**config.mk**
```make
export PLATFORM = sky130hd
export DESIGN_NAME = three_class_round_robin_scheduler
export DESIGN_NICKNAME = d
export VERILOG_FILES = /design/src/design/trrs_pkg.sv /design/src/design/three_class_round_robin_scheduler.sv /design/src/design/trrs_ram.sv /design/src/design/trrs_ctrl.sv /design/src/design/trrs_datapath.sv
export SDC_FILE = /design/constraint.sdc
export NUM_CORES = 2
export LEC_CHECK = 0
export BUFFER_PORTS_ARGS = -buffer_cell sky130_fd_sc_hd__clkbuf_2
export CAP_MARGIN = 20
export CELL_PAD_IN_SITES_DETAIL_PLACEMENT = 1
export CELL_PAD_IN_SITES_GLOBAL_PLACEMENT = 1
export CORE_ASPECT_RATIO = 2
export CORE_MARGIN = 2
export CORE_UTILIZATION = 55
export CTS_CLUSTER_DIAMETER = 50
export DETAILED_ROUTE_END_ITERATION = 16
export PLACE_DENSITY_LB_ADDON = 0.1
export SYNTH_ARGS = -nofsm -noshare
export SYNTH_HDL_FRONTEND = slang
export SYNTH_HIERARCHICAL = 1
export SYNTH_SLANG_ARGS = --single-unit
```
**constraint.sdc**
```tcl
create_clock -name clk -period 13.2 [get_ports clk]
set_input_delay 1.98 -clock clk [delete_from_list [all_inputs] [get_ports clk]]
set_output_delay 1.98 -clock clk [all_outputs]
set_load 0.02 [all_outputs]
```
**src/design/trrs_pkg.sv**
```systemverilog
// Shared types, constants and helper functions for the three-class scheduler.
`default_nettype none

package trrs_pkg;

  localparam int NUM_AGENTS  = 256;
  localparam int QUEUE_DEPTH = 64;
  localparam int NUM_CLASSES = 3;

  localparam int AGENT_W = 8;
  localparam int AIDX_W  = $clog2(NUM_AGENTS);
  localparam int QAW     = $clog2(QUEUE_DEPTH);
  localparam int CW      = $clog2(QUEUE_DEPTH + 1);
  localparam int QRAM_D  = NUM_CLASSES * QUEUE_DEPTH;
  localparam int QRAM_AW = $clog2(QRAM_D);

  typedef enum logic [1:0] {
    OP_ADD    = 2'd0,
    OP_REMOVE = 2'd1,
    OP_STEP   = 2'd2,
    OP_BAD    = 2'd3
  } opcode_t;

  typedef enum logic [1:0] {
    CLS_KERNEL = 2'd0,
    CLS_SYSTEM = 2'd1,
    CLS_NORMAL = 2'd2,
    CLS_NONE   = 2'd3
  } class_t;

  typedef enum logic [1:0] {
    STAT_OK     = 2'd0,
    STAT_ERR    = 2'd1,
    STAT_EMPTY  = 2'd2,
    STAT_HALTED = 2'd3
  } status_t;

  typedef struct packed {
    opcode_t              opcode;
    logic [AGENT_W-1:0]   agent_id;
    class_t               req_class;
  } in_item_t;

  typedef struct packed {
    status_t              status;
    logic [AGENT_W-1:0]   granted_agent;
    class_t               granted_class;
  } out_item_t;

  typedef enum logic [3:0] {
    ST_IDLE,
    ST_MEM_RD,
    ST_MEM_CHK,
    ST_RM_RD,
    ST_RM_WR,
    ST_STEP_SEL,
    ST_STEP_RD,
    ST_STEP_WR,
    ST_DONE
  } state_t;

  typedef enum logic [3:0] {
    DP_NOP,
    DP_LATCH,
    DP_MEM_RD,
    DP_RES_OK,
    DP_ADD,
    DP_RM_INIT,
    DP_RM_RD,
    DP_RM_WR,
    DP_STEP_SEL,
    DP_STEP_RD,
    DP_STEP_WR,
    DP_RES_HALT,
    DP_RES_EMPTY,
    DP_OUT_LOAD
  } dp_op_t;

  typedef struct packed {
    dp_op_t op;
  } dp_cmd_t;

  typedef struct packed {
    opcode_t opcode;
    logic    halted;
    logic    is_member;
    logic    add_ok;
    logic    step_found;
    logic    rm_last;
    logic    out_free;
  } ctl_stat_t;

  function automatic class_t next_class(input class_t c);
    class_t r;
    case (c)
      CLS_KERNEL: r = CLS_SYSTEM;
      CLS_SYSTEM: r = CLS_NORMAL;
      default:    r = CLS_KERNEL;
    endcase
    return r;
  endfunction

  // Position inside a circular queue: base plus offset, wrapped once.
  function automatic logic [QAW-1:0] qpos(input logic [QAW-1:0] base,
                                          input logic [CW-1:0] off);
    logic [CW:0] sum;
    sum = (CW+1)'(base) + (CW+1)'(off);
    if (sum >= (CW+1)'(QUEUE_DEPTH)) begin
      sum = sum - (CW+1)'(QUEUE_DEPTH);
    end
    return sum[QAW-1:0];
  endfunction

  function automatic logic [QRAM_AW-1:0] qaddr(input class_t c,
                                               input logic [QAW-1:0] pos);
    return QRAM_AW'(QRAM_AW'(c) * QRAM_AW'(QUEUE_DEPTH)) + QRAM_AW'(pos);
  endfunction

endpackage

`default_nettype wire

```
**src/design/three_class_round_robin_scheduler.sv**
```systemverilog
// Top level of the three-class round-robin scheduler.
//
// Input channel (in_valid / in_stall / in_data) carries one command per
// transaction: add an agent to a class queue, remove an agent, or step to
// grant the next agent. Every command yields exactly one result transaction
// on out_valid / out_stall / out_data with a status, and for a granting step
// the agent id and the class it came from.
// Commands are worked one at a time by a controller and a datapath around
// two registered-read RAMs (queue entries and agent class tags).
// Add and remove first read the agent's class tag and check membership; a remove
// of a member then scans its queue, reading each entry and writing back the ones
// that stay. A step selects a class, reads the queue head and appends it at the
// tail; a halted or empty step and an invalid opcode go straight to the result.
// in_stall drops on the edge that loads the result register, so the next
// command is accepted only after the previous result has been loaded.
// If the receiver stalls with a result held and another is ready, the block
// holds in_stall high until the output register frees.
// cfg_wr_en / cfg_wr_data set the halt bit; write it only while idle.
// Synchronous reset empties all queues, marks every agent unqueued, points
// the turn at the normal class and clears the halt bit; no clearing pass.
`default_nettype none

module three_class_round_robin_scheduler (
  input  wire logic                clk,
  input  wire logic                rst_n,
  input  wire logic                in_valid,
  output logic                     in_stall,
  input  wire trrs_pkg::in_item_t  in_data,
  output logic                     out_valid,
  input  wire logic                out_stall,
  output trrs_pkg::out_item_t      out_data,
  input  wire logic                cfg_wr_en,
  input  wire logic                cfg_wr_data
);

  trrs_pkg::dp_cmd_t   cmd;
  trrs_pkg::ctl_stat_t stat;

  trrs_ctrl u_ctrl (
    .clk       (clk),
    .rst_n     (rst_n),
    .in_valid  (in_valid),
    .in_opcode (in_data.opcode),
    .in_stall  (in_stall),
    .stat      (stat),
    .cmd       (cmd)
  );

  trrs_datapath u_dp (
    .clk         (clk),
    .rst_n       (rst_n),
    .in_data     (in_data),
    .out_valid   (out_valid),
    .out_stall   (out_stall),
    .out_data    (out_data),
    .cfg_wr_en   (cfg_wr_en),
    .cfg_wr_data (cfg_wr_data),
    .cmd         (cmd),
    .stat        (stat)
  );

endmodule

`default_nettype wire

```
**src/design/trrs_ram.sv**
```systemverilog
// Generic simple dual-port RAM with one write port and a registered read port.
`default_nettype none

module trrs_ram #(
  parameter int WIDTH = 8,
  parameter int DEPTH = 64
) (
  input  wire logic                     clk,
  input  wire logic                     wr_en,
  input  wire logic [$clog2(DEPTH)-1:0] wr_addr,
  input  wire logic [WIDTH-1:0]         wr_data,
  input  wire logic                     rd_en,
  input  wire logic [$clog2(DEPTH)-1:0] rd_addr,
  output logic      [WIDTH-1:0]         rd_data
);

  logic [WIDTH-1:0] mem [DEPTH];

  always_ff @(posedge clk) begin
    if (wr_en) begin
      mem[wr_addr] <= wr_data;
    end
    if (rd_en) begin
      rd_data <= mem[rd_addr];
    end
  end

endmodule

`default_nettype wire

```
**src/design/trrs_ctrl.sv**
```systemverilog
// Controller state machine that sequences the scheduler datapath.
`default_nettype none

module trrs_ctrl (
  input  wire logic                clk,
  input  wire logic                rst_n,
  input  wire logic                in_valid,
  input  wire trrs_pkg::opcode_t   in_opcode,
  output logic                     in_stall,
  input  wire trrs_pkg::ctl_stat_t stat,
  output trrs_pkg::dp_cmd_t        cmd
);

  trrs_pkg::state_t state_r, state_nxt;

  always_ff @(posedge clk) begin
    if (!rst_n) begin
      state_r <= trrs_pkg::ST_IDLE;
    end else begin
      state_r <= state_nxt;
    end
  end

  always_comb begin
    state_nxt = state_r;
    case (state_r)
      trrs_pkg::ST_IDLE: begin
        if (in_valid) begin
          case (in_opcode)
            trrs_pkg::OP_ADD:    state_nxt = trrs_pkg::ST_MEM_RD;
            trrs_pkg::OP_REMOVE: state_nxt = trrs_pkg::ST_MEM_RD;
            trrs_pkg::OP_STEP:   state_nxt = trrs_pkg::ST_STEP_SEL;
            default:             state_nxt = trrs_pkg::ST_DONE;
          endcase
        end
      end
      trrs_pkg::ST_MEM_RD: state_nxt = trrs_pkg::ST_MEM_CHK;
      trrs_pkg::ST_MEM_CHK: begin
        if (stat.opcode == trrs_pkg::OP_REMOVE && stat.is_member) begin
          state_nxt = trrs_pkg::ST_RM_RD;
        end else begin
          state_nxt = trrs_pkg::ST_DONE;
        end
      end
      trrs_pkg::ST_RM_RD: state_nxt = trrs_pkg::ST_RM_WR;
      trrs_pkg::ST_RM_WR: begin
        state_nxt = stat.rm_last ? trrs_pkg::ST_DONE : trrs_pkg::ST_RM_RD;
      end
      trrs_pkg::ST_STEP_SEL: begin
        if (!stat.halted && stat.step_found) begin
          state_nxt = trrs_pkg::ST_STEP_RD;
        end else begin
          state_nxt = trrs_pkg::ST_DONE;
        end
      end
      trrs_pkg::ST_STEP_RD: state_nxt = trrs_pkg::ST_STEP_WR;
      trrs_pkg::ST_STEP_WR: state_nxt = trrs_pkg::ST_DONE;
      trrs_pkg::ST_DONE: begin
        if (stat.out_free) begin
          state_nxt = trrs_pkg::ST_IDLE;
        end
      end
      default: state_nxt = trrs_pkg::ST_IDLE;
    endcase
  end

  always_comb begin
    in_stall = (state_r != trrs_pkg::ST_IDLE);
    cmd.op   = trrs_pkg::DP_NOP;
    case (state_r)
      trrs_pkg::ST_IDLE: begin
        if (in_valid) begin
          cmd.op = trrs_pkg::DP_LATCH;
        end
      end
      trrs_pkg::ST_MEM_RD: cmd.op = trrs_pkg::DP_MEM_RD;
      trrs_pkg::ST_MEM_CHK: begin
        if (stat.opcode == trrs_pkg::OP_ADD) begin
          if (stat.is_member) begin
            cmd.op = trrs_pkg::DP_RES_OK;
          end else if (stat.add_ok) begin
            cmd.op = trrs_pkg::DP_ADD;
          end
        end else if (stat.is_member) begin
          cmd.op = trrs_pkg::DP_RM_INIT;
        end
      end
      trrs_pkg::ST_RM_RD: cmd.op = trrs_pkg::DP_RM_RD;
      trrs_pkg::ST_RM_WR: cmd.op = trrs_pkg::DP_RM_WR;
      trrs_pkg::ST_STEP_SEL: begin
        if (stat.halted) begin
          cmd.op = trrs_pkg::DP_RES_HALT;
        end else if (stat.step_found) begin
          cmd.op = trrs_pkg::DP_STEP_SEL;
        end else begin
          cmd.op = trrs_pkg::DP_RES_EMPTY;
        end
      end
      trrs_pkg::ST_STEP_RD: cmd.op = trrs_pkg::DP_STEP_RD;
      trrs_pkg::ST_STEP_WR: cmd.op = trrs_pkg::DP_STEP_WR;
      trrs_pkg::ST_DONE: begin
        if (stat.out_free) begin
          cmd.op = trrs_pkg::DP_OUT_LOAD;
        end
      end
      default: cmd.op = trrs_pkg::DP_NOP;
    endcase
  end

endmodule

`default_nettype wire

```
**src/design/trrs_datapath.sv**
```systemverilog
// Scheduler datapath: queue and membership memories, counters, pointers, result registers.
`default_nettype none

module trrs_datapath (
  input  wire logic                clk,
  input  wire logic                rst_n,
  input  wire trrs_pkg::in_item_t  in_data,
  output logic                     out_valid,
  input  wire logic                out_stall,
  output trrs_pkg::out_item_t      out_data,
  input  wire logic                cfg_wr_en,
  input  wire logic                cfg_wr_data,
  input  wire trrs_pkg::dp_cmd_t   cmd,
  output trrs_pkg::ctl_stat_t      stat
);

  logic                                halted_r, halted_nxt;
  trrs_pkg::opcode_t                   op_r, op_nxt;
  logic [trrs_pkg::AGENT_W-1:0]        agent_r, agent_nxt;
  trrs_pkg::class_t                    cls_r, cls_nxt;
  trrs_pkg::class_t                    cur_r, cur_nxt;
  trrs_pkg::class_t                    turn_r, turn_nxt;
  logic [trrs_pkg::CW-1:0]             cnt_r [trrs_pkg::NUM_CLASSES];
  logic [trrs_pkg::CW-1:0]             cnt_nxt [trrs_pkg::NUM_CLASSES];
  logic [trrs_pkg::QAW-1:0]            head_r [trrs_pkg::NUM_CLASSES];
  logic [trrs_pkg::QAW-1:0]            head_nxt [trrs_pkg::NUM_CLASSES];
  logic [trrs_pkg::CW-1:0]             scan_i_r, scan_i_nxt;
  logic [trrs_pkg::CW-1:0]             scan_j_r, scan_j_nxt;
  trrs_pkg::out_item_t                 res_r, res_nxt;
  trrs_pkg::out_item_t                 out_r, out_nxt;
  logic                                out_valid_r, out_valid_nxt;
  logic [trrs_pkg::NUM_AGENTS-1:0]     mvalid_r, mvalid_nxt;

  logic                                q_we, q_re;
  logic [trrs_pkg::QRAM_AW-1:0]        q_waddr, q_raddr;
  logic [trrs_pkg::AGENT_W-1:0]        q_wdata, q_rdata;
  logic                                m_we, m_re;
  logic [1:0]                          m_rdata;

  trrs_pkg::class_t                    mclass, cls_idx, widx;
  trrs_pkg::class_t                    t1, t2, chosen;
  logic                                found;
  logic [trrs_pkg::CW-1:0]             cnt_sel;
  logic [trrs_pkg::QAW-1:0]            head_sel, tail_pos, scan_pos, keep_pos;
  logic                                keep;
  logic                                rm_last;

  trrs_ram #(
    .WIDTH (trrs_pkg::AGENT_W),
    .DEPTH (trrs_pkg::QRAM_D)
  ) u_qram (
    .clk     (clk),
    .wr_en   (q_we),
    .wr_addr (q_waddr),
    .wr_data (q_wdata),
    .rd_en   (q_re),
    .rd_addr (q_raddr),
    .rd_data (q_rdata)
  );

  trrs_ram #(
    .WIDTH (2),
    .DEPTH (trrs_pkg::NUM_AGENTS)
  ) u_mram (
    .clk     (clk),
    .wr_en   (m_we),
    .wr_addr (agent_r[trrs_pkg::AIDX_W-1:0]),
    .wr_data (cls_r),
    .rd_en   (m_re),
    .rd_addr (agent_r[trrs_pkg::AIDX_W-1:0]),
    .rd_data (m_rdata)
  );

  // An agent whose valid bit is clear reads as not queued.
  assign mclass  = mvalid_r[agent_r[trrs_pkg::AIDX_W-1:0]] ? trrs_pkg::class_t'(m_rdata)
                                                            : trrs_pkg::CLS_NONE;
  assign cls_idx = (cls_r == trrs_pkg::CLS_NONE) ? trrs_pkg::CLS_KERNEL : cls_r;
  assign widx    = (op_r == trrs_pkg::OP_ADD) ? cls_idx : cur_r;

  assign cnt_sel  = cnt_r[widx];
  assign head_sel = head_r[widx];
  assign tail_pos = trrs_pkg::qpos(head_sel, cnt_sel);
  assign scan_pos = trrs_pkg::qpos(head_sel, scan_i_r);
  assign keep_pos = trrs_pkg::qpos(head_sel, scan_j_r);
  assign keep     = (q_rdata != agent_r);
  assign rm_last  = (trrs_pkg::CW'(scan_i_r + trrs_pkg::CW'(1)) == cnt_sel);

  // The turn moves before each look, so the search order starts after turn_r.
  assign t1 = trrs_pkg::next_class(turn_r);
  assign t2 = trrs_pkg::next_class(t1);

  always_comb begin
    found  = 1'b1;
    chosen = t1;
    if (cnt_r[t1] != '0) begin
      chosen = t1;
    end else if (cnt_r[t2] != '0) begin
      chosen = t2;
    end else if (cnt_r[turn_r] != '0) begin
      chosen = turn_r;
    end else begin
      found = 1'b0;
    end
  end

  assign stat.opcode     = op_r;
  assign stat.halted     = halted_r;
  assign stat.is_member  = (mclass != trrs_pkg::CLS_NONE);
  assign stat.add_ok     = (cls_r != trrs_pkg::CLS_NONE) &&
                           (cnt_sel != trrs_pkg::CW'(trrs_pkg::QUEUE_DEPTH));
  assign stat.step_found = found;
  assign stat.rm_last    = rm_last;
  assign stat.out_free   = !out_valid_r || !out_stall;

  always_comb begin
    halted_nxt    = cfg_wr_en ? cfg_wr_data : halted_r;
    op_nxt        = op_r;
    agent_nxt     = agent_r;
    cls_nxt       = cls_r;
    cur_nxt       = cur_r;
    turn_nxt      = turn_r;
    cnt_nxt       = cnt_r;
    head_nxt      = head_r;
    scan_i_nxt    = scan_i_r;
    scan_j_nxt    = scan_j_r;
    res_nxt       = res_r;
    out_nxt       = out_r;
    out_valid_nxt = out_valid_r && out_stall;
    mvalid_nxt    = mvalid_r;
    q_we          = 1'b0;
    q_re          = 1'b0;
    q_waddr       = trrs_pkg::qaddr(widx, tail_pos);
    q_raddr       = trrs_pkg::qaddr(widx, head_sel);
    q_wdata       = q_rdata;
    m_we          = 1'b0;
    m_re          = 1'b0;

    case (cmd.op)
      trrs_pkg::DP_LATCH: begin
        op_nxt    = in_data.opcode;
        agent_nxt = in_data.agent_id;
        cls_nxt   = in_data.req_class;
        res_nxt   = '{status: trrs_pkg::STAT_ERR, granted_agent: '0,
                      granted_class: trrs_pkg::CLS_KERNEL};
      end
      trrs_pkg::DP_MEM_RD: begin
        m_re = 1'b1;
      end
      trrs_pkg::DP_RES_OK: begin
        res_nxt.status = trrs_pkg::STAT_OK;
      end
      trrs_pkg::DP_ADD: begin
        q_we           = 1'b1;
        q_wdata        = agent_r;
        cnt_nxt[widx]  = trrs_pkg::CW'(cnt_sel + trrs_pkg::CW'(1));
        m_we           = 1'b1;
        mvalid_nxt[agent_r[trrs_pkg::AIDX_W-1:0]] = 1'b1;
        res_nxt.status = trrs_pkg::STAT_OK;
      end
      trrs_pkg::DP_RM_INIT: begin
        cur_nxt    = mclass;
        scan_i_nxt = '0;
        scan_j_nxt = '0;
        mvalid_nxt[agent_r[trrs_pkg::AIDX_W-1:0]] = 1'b0;
      end
      trrs_pkg::DP_RM_RD: begin
        q_re    = 1'b1;
        q_raddr = trrs_pkg::qaddr(widx, scan_pos);
      end
      trrs_pkg::DP_RM_WR: begin
        // Survivors are packed toward the head; writes never pass the read point.
        q_waddr    = trrs_pkg::qaddr(widx, keep_pos);
        q_we       = keep;
        scan_i_nxt = trrs_pkg::CW'(scan_i_r + trrs_pkg::CW'(1));
        if (keep) begin
          scan_j_nxt = trrs_pkg::CW'(scan_j_r + trrs_pkg::CW'(1));
        end
        if (rm_last) begin
          cnt_nxt[widx]  = keep ? trrs_pkg::CW'(scan_j_r + trrs_pkg::CW'(1)) : scan_j_r;
          res_nxt.status = trrs_pkg::STAT_OK;
        end
      end
      trrs_pkg::DP_STEP_SEL: begin
        turn_nxt = chosen;
        cur_nxt  = chosen;
      end
      trrs_pkg::DP_STEP_RD: begin
        q_re = 1'b1;
      end
      trrs_pkg::DP_STEP_WR: begin
        // Rotate: the head moves on and its entry is appended at the tail.
        q_we           = 1'b1;
        head_nxt[widx] = trrs_pkg::qpos(head_sel, trrs_pkg::CW'(1));
        res_nxt        = '{status: trrs_pkg::STAT_OK, granted_agent: q_rdata,
                           granted_class: cur_r};
      end
      trrs_pkg::DP_RES_HALT: begin
        res_nxt.status = trrs_pkg::STAT_HALTED;
      end
      trrs_pkg::DP_RES_EMPTY: begin
        res_nxt.status = trrs_pkg::STAT_EMPTY;
      end
      trrs_pkg::DP_OUT_LOAD: begin
        out_nxt       = res_r;
        out_valid_nxt = 1'b1;
      end
      default: begin
      end
    endcase
  end

  always_ff @(posedge clk) begin
    if (!rst_n) begin
      halted_r    <= 1'b0;
      turn_r      <= trrs_pkg::CLS_NORMAL;
      cnt_r       <= '{default: '0};
      head_r      <= '{default: '0};
      out_valid_r <= 1'b0;
      mvalid_r    <= '0;
    end else begin
      halted_r    <= halted_nxt;
      turn_r      <= turn_nxt;
      cnt_r       <= cnt_nxt;
      head_r      <= head_nxt;
      out_valid_r <= out_valid_nxt;
      mvalid_r    <= mvalid_nxt;
    end
  end

  always_ff @(posedge clk) begin
    op_r     <= op_nxt;
    agent_r  <= agent_nxt;
    cls_r    <= cls_nxt;
    cur_r    <= cur_nxt;
    scan_i_r <= scan_i_nxt;
    scan_j_r <= scan_j_nxt;
    res_r    <= res_nxt;
    out_r    <= out_nxt;
  end

  assign out_valid = out_valid_r;
  assign out_data  = out_r;

endmodule

`default_nettype wire

```
==> impl_metrics.env <==
export IMPL_r2r_end="u_dp/u_qram/rd_data[2]"
export IMPL_clock_latency_ps=870
export IMPL_drtIter0Drc=5198
export IMPL_synth_ff_type="edfxtp_1"
export IMPL_worst_slew_pin_slew_ps=1370
export IMPL_p_per_area_mw_per_mm2=161
export IMPL_p_switching_w=0.00454
export IMPL_max_freq_mhz=96.7
export IMPL_viasPerCell=6.68
export IMPL_grt_pass1_vias=60100
export IMPL_min_from="u_dp/head_r[7]"
export IMPL_crit_type="reg -> reg"
export IMPL_die_area_mm2=0.183
export IMPL_cts_made_buffers=208
export IMPL_hold_class="reg -> reg"
export IMPL_critPathMaxFanout=79
export IMPL_rrSetupSlack_ps=2860
export IMPL_syn_area_mm2=0.0989
export IMPL_syn_avg_cell_area_um2=16.7
export IMPL_critPathCaptureType="flip-flop"
export IMPL_dp_hpwl_um=193000
export IMPL_synth_cell_type_count=90
export IMPL_path_clk_slew_ps=60
export IMPL_postCtsSetupRepairBufs=0
export IMPL_relSlewSlack_pct=8.57
export IMPL_mostFrequentLayoutCells="edfxtp_1, nor2_1, mux4_2"
export IMPL_final_setup_tns_ps=0
export IMPL_layout_commonest_cell="edfxtp_1"
export IMPL_hold_end="u_dp/head_r[7]"
export IMPL_grt_max_degree=257
export IMPL_overflow=0
export IMPL_core_area_mm2=0.179
export IMPL_cts_hold_buf=0
export IMPL_period_minus_slack_ps=10340
export IMPL_outcome="completed"
export IMPL_nets=5927
export IMPL_io_buffers=31
export IMPL_cts_num_sinks=2413
export IMPL_drv_cap=0
export IMPL_seq_area_frac_synth_pct=70.2
export IMPL_start_kind="flip-flop"
export IMPL_design_portCount=32
export IMPL_synth_nets=5966
export IMPL_hold_viol=0
export IMPL_antenna_found_initial=8
export IMPL_pwr_share_comb_pct=13.2
export IMPL_avgRoutedWirePerCell_um=35.5
export IMPL_r2r_start="u_dp/agent_r[0]"
export IMPL_cellInternalPower_w=0.0129
export IMPL_postRouteAntennaNets=0
export IMPL_hold_depth=2
export IMPL_cellLeakagePower_nw=32.7
export IMPL_chipHeight_um=604
export IMPL_finish_utilization_pct=60.4
export IMPL_initial_core_util_pct=55.2
export IMPL_grt_first_pass_wirelength_um=428000
export IMPL_wirelength_um=298000
export IMPL_p_seq_share_pct=50.2
export IMPL_cts_root_buf="clkbuf_16"
export IMPL_cp_required_ps=13820
export IMPL_async_flop_share_pct=0
export IMPL_fin_crit_sh_pct=78.3
export IMPL_num_fill_cells=15700
export IMPL_area_growth_pct=9.56
export IMPL_first_pass_iters=6
export IMPL_synth_seq_cells=2413
export IMPL_cts_tree="yes"
export IMPL_worst_ep_arrival_time_ps=10960
export IMPL_clockPowerShare_pct=36.6
export IMPL_drive_gt1_share_pct=17.7
export IMPL_htree_levels=4
export IMPL_ys_warn_count=6
export IMPL_finalSetupViolCount=0
export IMPL_rsz0062_at_grt="no"
export IMPL_num_rows=220
export IMPL_dieWidth_um=304
export IMPL_clockBufferDepth=4
export IMPL_netlist_instances=5931
export IMPL_ir_drop_v=0.000154
export IMPL_clock_skew_ps=49.3
export IMPL_drc=0
export IMPL_rr_worst_depth=21
export IMPL_synth_enable_flop_cells=2110
export IMPL_place_congestion=0.899
export IMPL_grt_usage_pct=32.7
export IMPL_maxSlewViolCount=0
export IMPL_vias=56000
export IMPL_ctsResizeCount=0
export IMPL_swShare_pct=26.0
routing by layer:
layer	global-route usage [%]	vias up	share of wire (%)
met4	22.7	6	8.2
met3	4.21	821	5.1
met1	34.3	29400	32
met5	0	-	0.013
met2	60.4	2206	54
li1	-	23600	-
area by class of cell:
class                      instances  area [µm²]  share of cell area [%]
sequential                      2413       69400                    64.1
multi-input combinational       3067       27400                    25.3
clock buffer                     257        5540                    5.12
tap                             2331        2920                    2.69
timing repair buffer             170        1470                    1.35
clock inverter                   111        1400                    1.29
inverter                          32         128                   0.118
antenna                            3        7.51                 0.00693
logic make-up after synthesis:
| group | Yosys count | share of synthesized area, % |
|---|---|---|
| XOR/XNOR | 34 | 0.301 |
| AND/OR/NAND/NOR | 1313 | 5.69 |
| AO/OA/AOI/OAI | 934 | 6.72 |
| multiplexers | 769 | 14.5 |
| adder cells (fa/ha/maj) | 17 | 0.230 |
| buffers and inverters | 451 | 2.32 |
| flip-flops | 2413 | 70.2 |
metrics by stage:
stage	cell area (µm²)	total power [W]	worst slack (ps)	instances	hold slack, ps
floorplan	98900	0.0103	3120	5931	400
global placement	101000	0.0112	3080	8000	440
detailed placement	101000	0.0112	3070	8006	451
CTS	108000	0.0175	3050	8374	459
global route	108000	0.0179	2180	8383	478
finish	108000	0.0174	2860	8384	461
how the worst max path moves through the flow:
stage | start | to | slack (ps) | depth (start not counted)
4_1_cts | u_dp/agent_r[0] | u_dp/u_qram/rd_data[7] | 3050 | 21
3_5_place_dp | u_dp/agent_r[0] | u_dp/u_qram/rd_data[2] | 3070 | 21
5_1_grt | u_dp/agent_r[0] | u_dp/u_qram/rd_data[2] | 2180 | 21
6_report | u_dp/agent_r[0] | u_dp/u_qram/rd_data[2] | 2860 | 21
2_1_floorplan | u_dp/cls_r[1] | u_dp/u_qram/mem[103][0] | 3120 | 31
3_3_place_gp | u_dp/agent_r[0] | u_dp/u_qram/rd_data[2] | 3080 | 21
power by group through the flow:
stage	clock network [W]	logic, W	registers [W]
floorplan	0	0.00132	0.00897
global placement	0	0.00225	0.00891
detailed placement	0	0.00230	0.00892
CTS	0.00647	0.00230	0.00875
global route	0.00669	0.00241	0.00875
finish	0.00638	0.00231	0.00875
critical path, cell delays in order, from the launching register on:
cell      delay [ps]
edfxtp_1         730
buf_4            800
mux4_2           610
a22oi_1          250
a21oi_1          200
or4_1            550
a211o_1          330
a21boi_0         200
nor4b_1          360
nor3_1            80
o31ai_1          820
nand2b_1         430
or2_2            580
a21oi_4          340
buf_4            580
buf_12           500
mux4_2           600
mux2i_1          440
o21ai_0          200
a311oi_1         800
nor3_1           230
o31a_1           290
Yosys cell counts (9+ instances only):
master,count,area [µm²]
edfxtp_1,2110,63400
nor2_1,843,3160
mux4_2,503,11300
dfxtp_1,303,6070
clkbuf_1,276,1040
a21oi_1,242,1210
mux2i_1,219,2190
nand2_1,158,593
a211oi_1,145,1090
a311oi_1,132,1160
nand3_1,93,465
a22oi_1,88,661
o21ai_0,57,285
buf_2,52,260
o221ai_1,49,429
nor3_1,44,220
nor2b_1,40,250
o22ai_1,33,206
buf_6,29,327
inv_1,28,105
and2_1,27,169
mux2_2,27,304
nand2b_1,26,163
a221oi_1,22,193
buf_1,22,82.6
buf_4,20,150
mux4_1,20,526
nand4_1,20,125
xor2_1,19,166
a21o_1,18,135
ha_1,15,188
o21ai_1,15,75.1
o31ai_1,15,113
xnor2_1,15,131
nor4_1,14,87.6
a22o_1,13,114
o211ai_1,13,97.6
a31oi_1,10,62.6
or2_2,9,56.3
No activity file was read; power rests on OpenSTA's default activity.
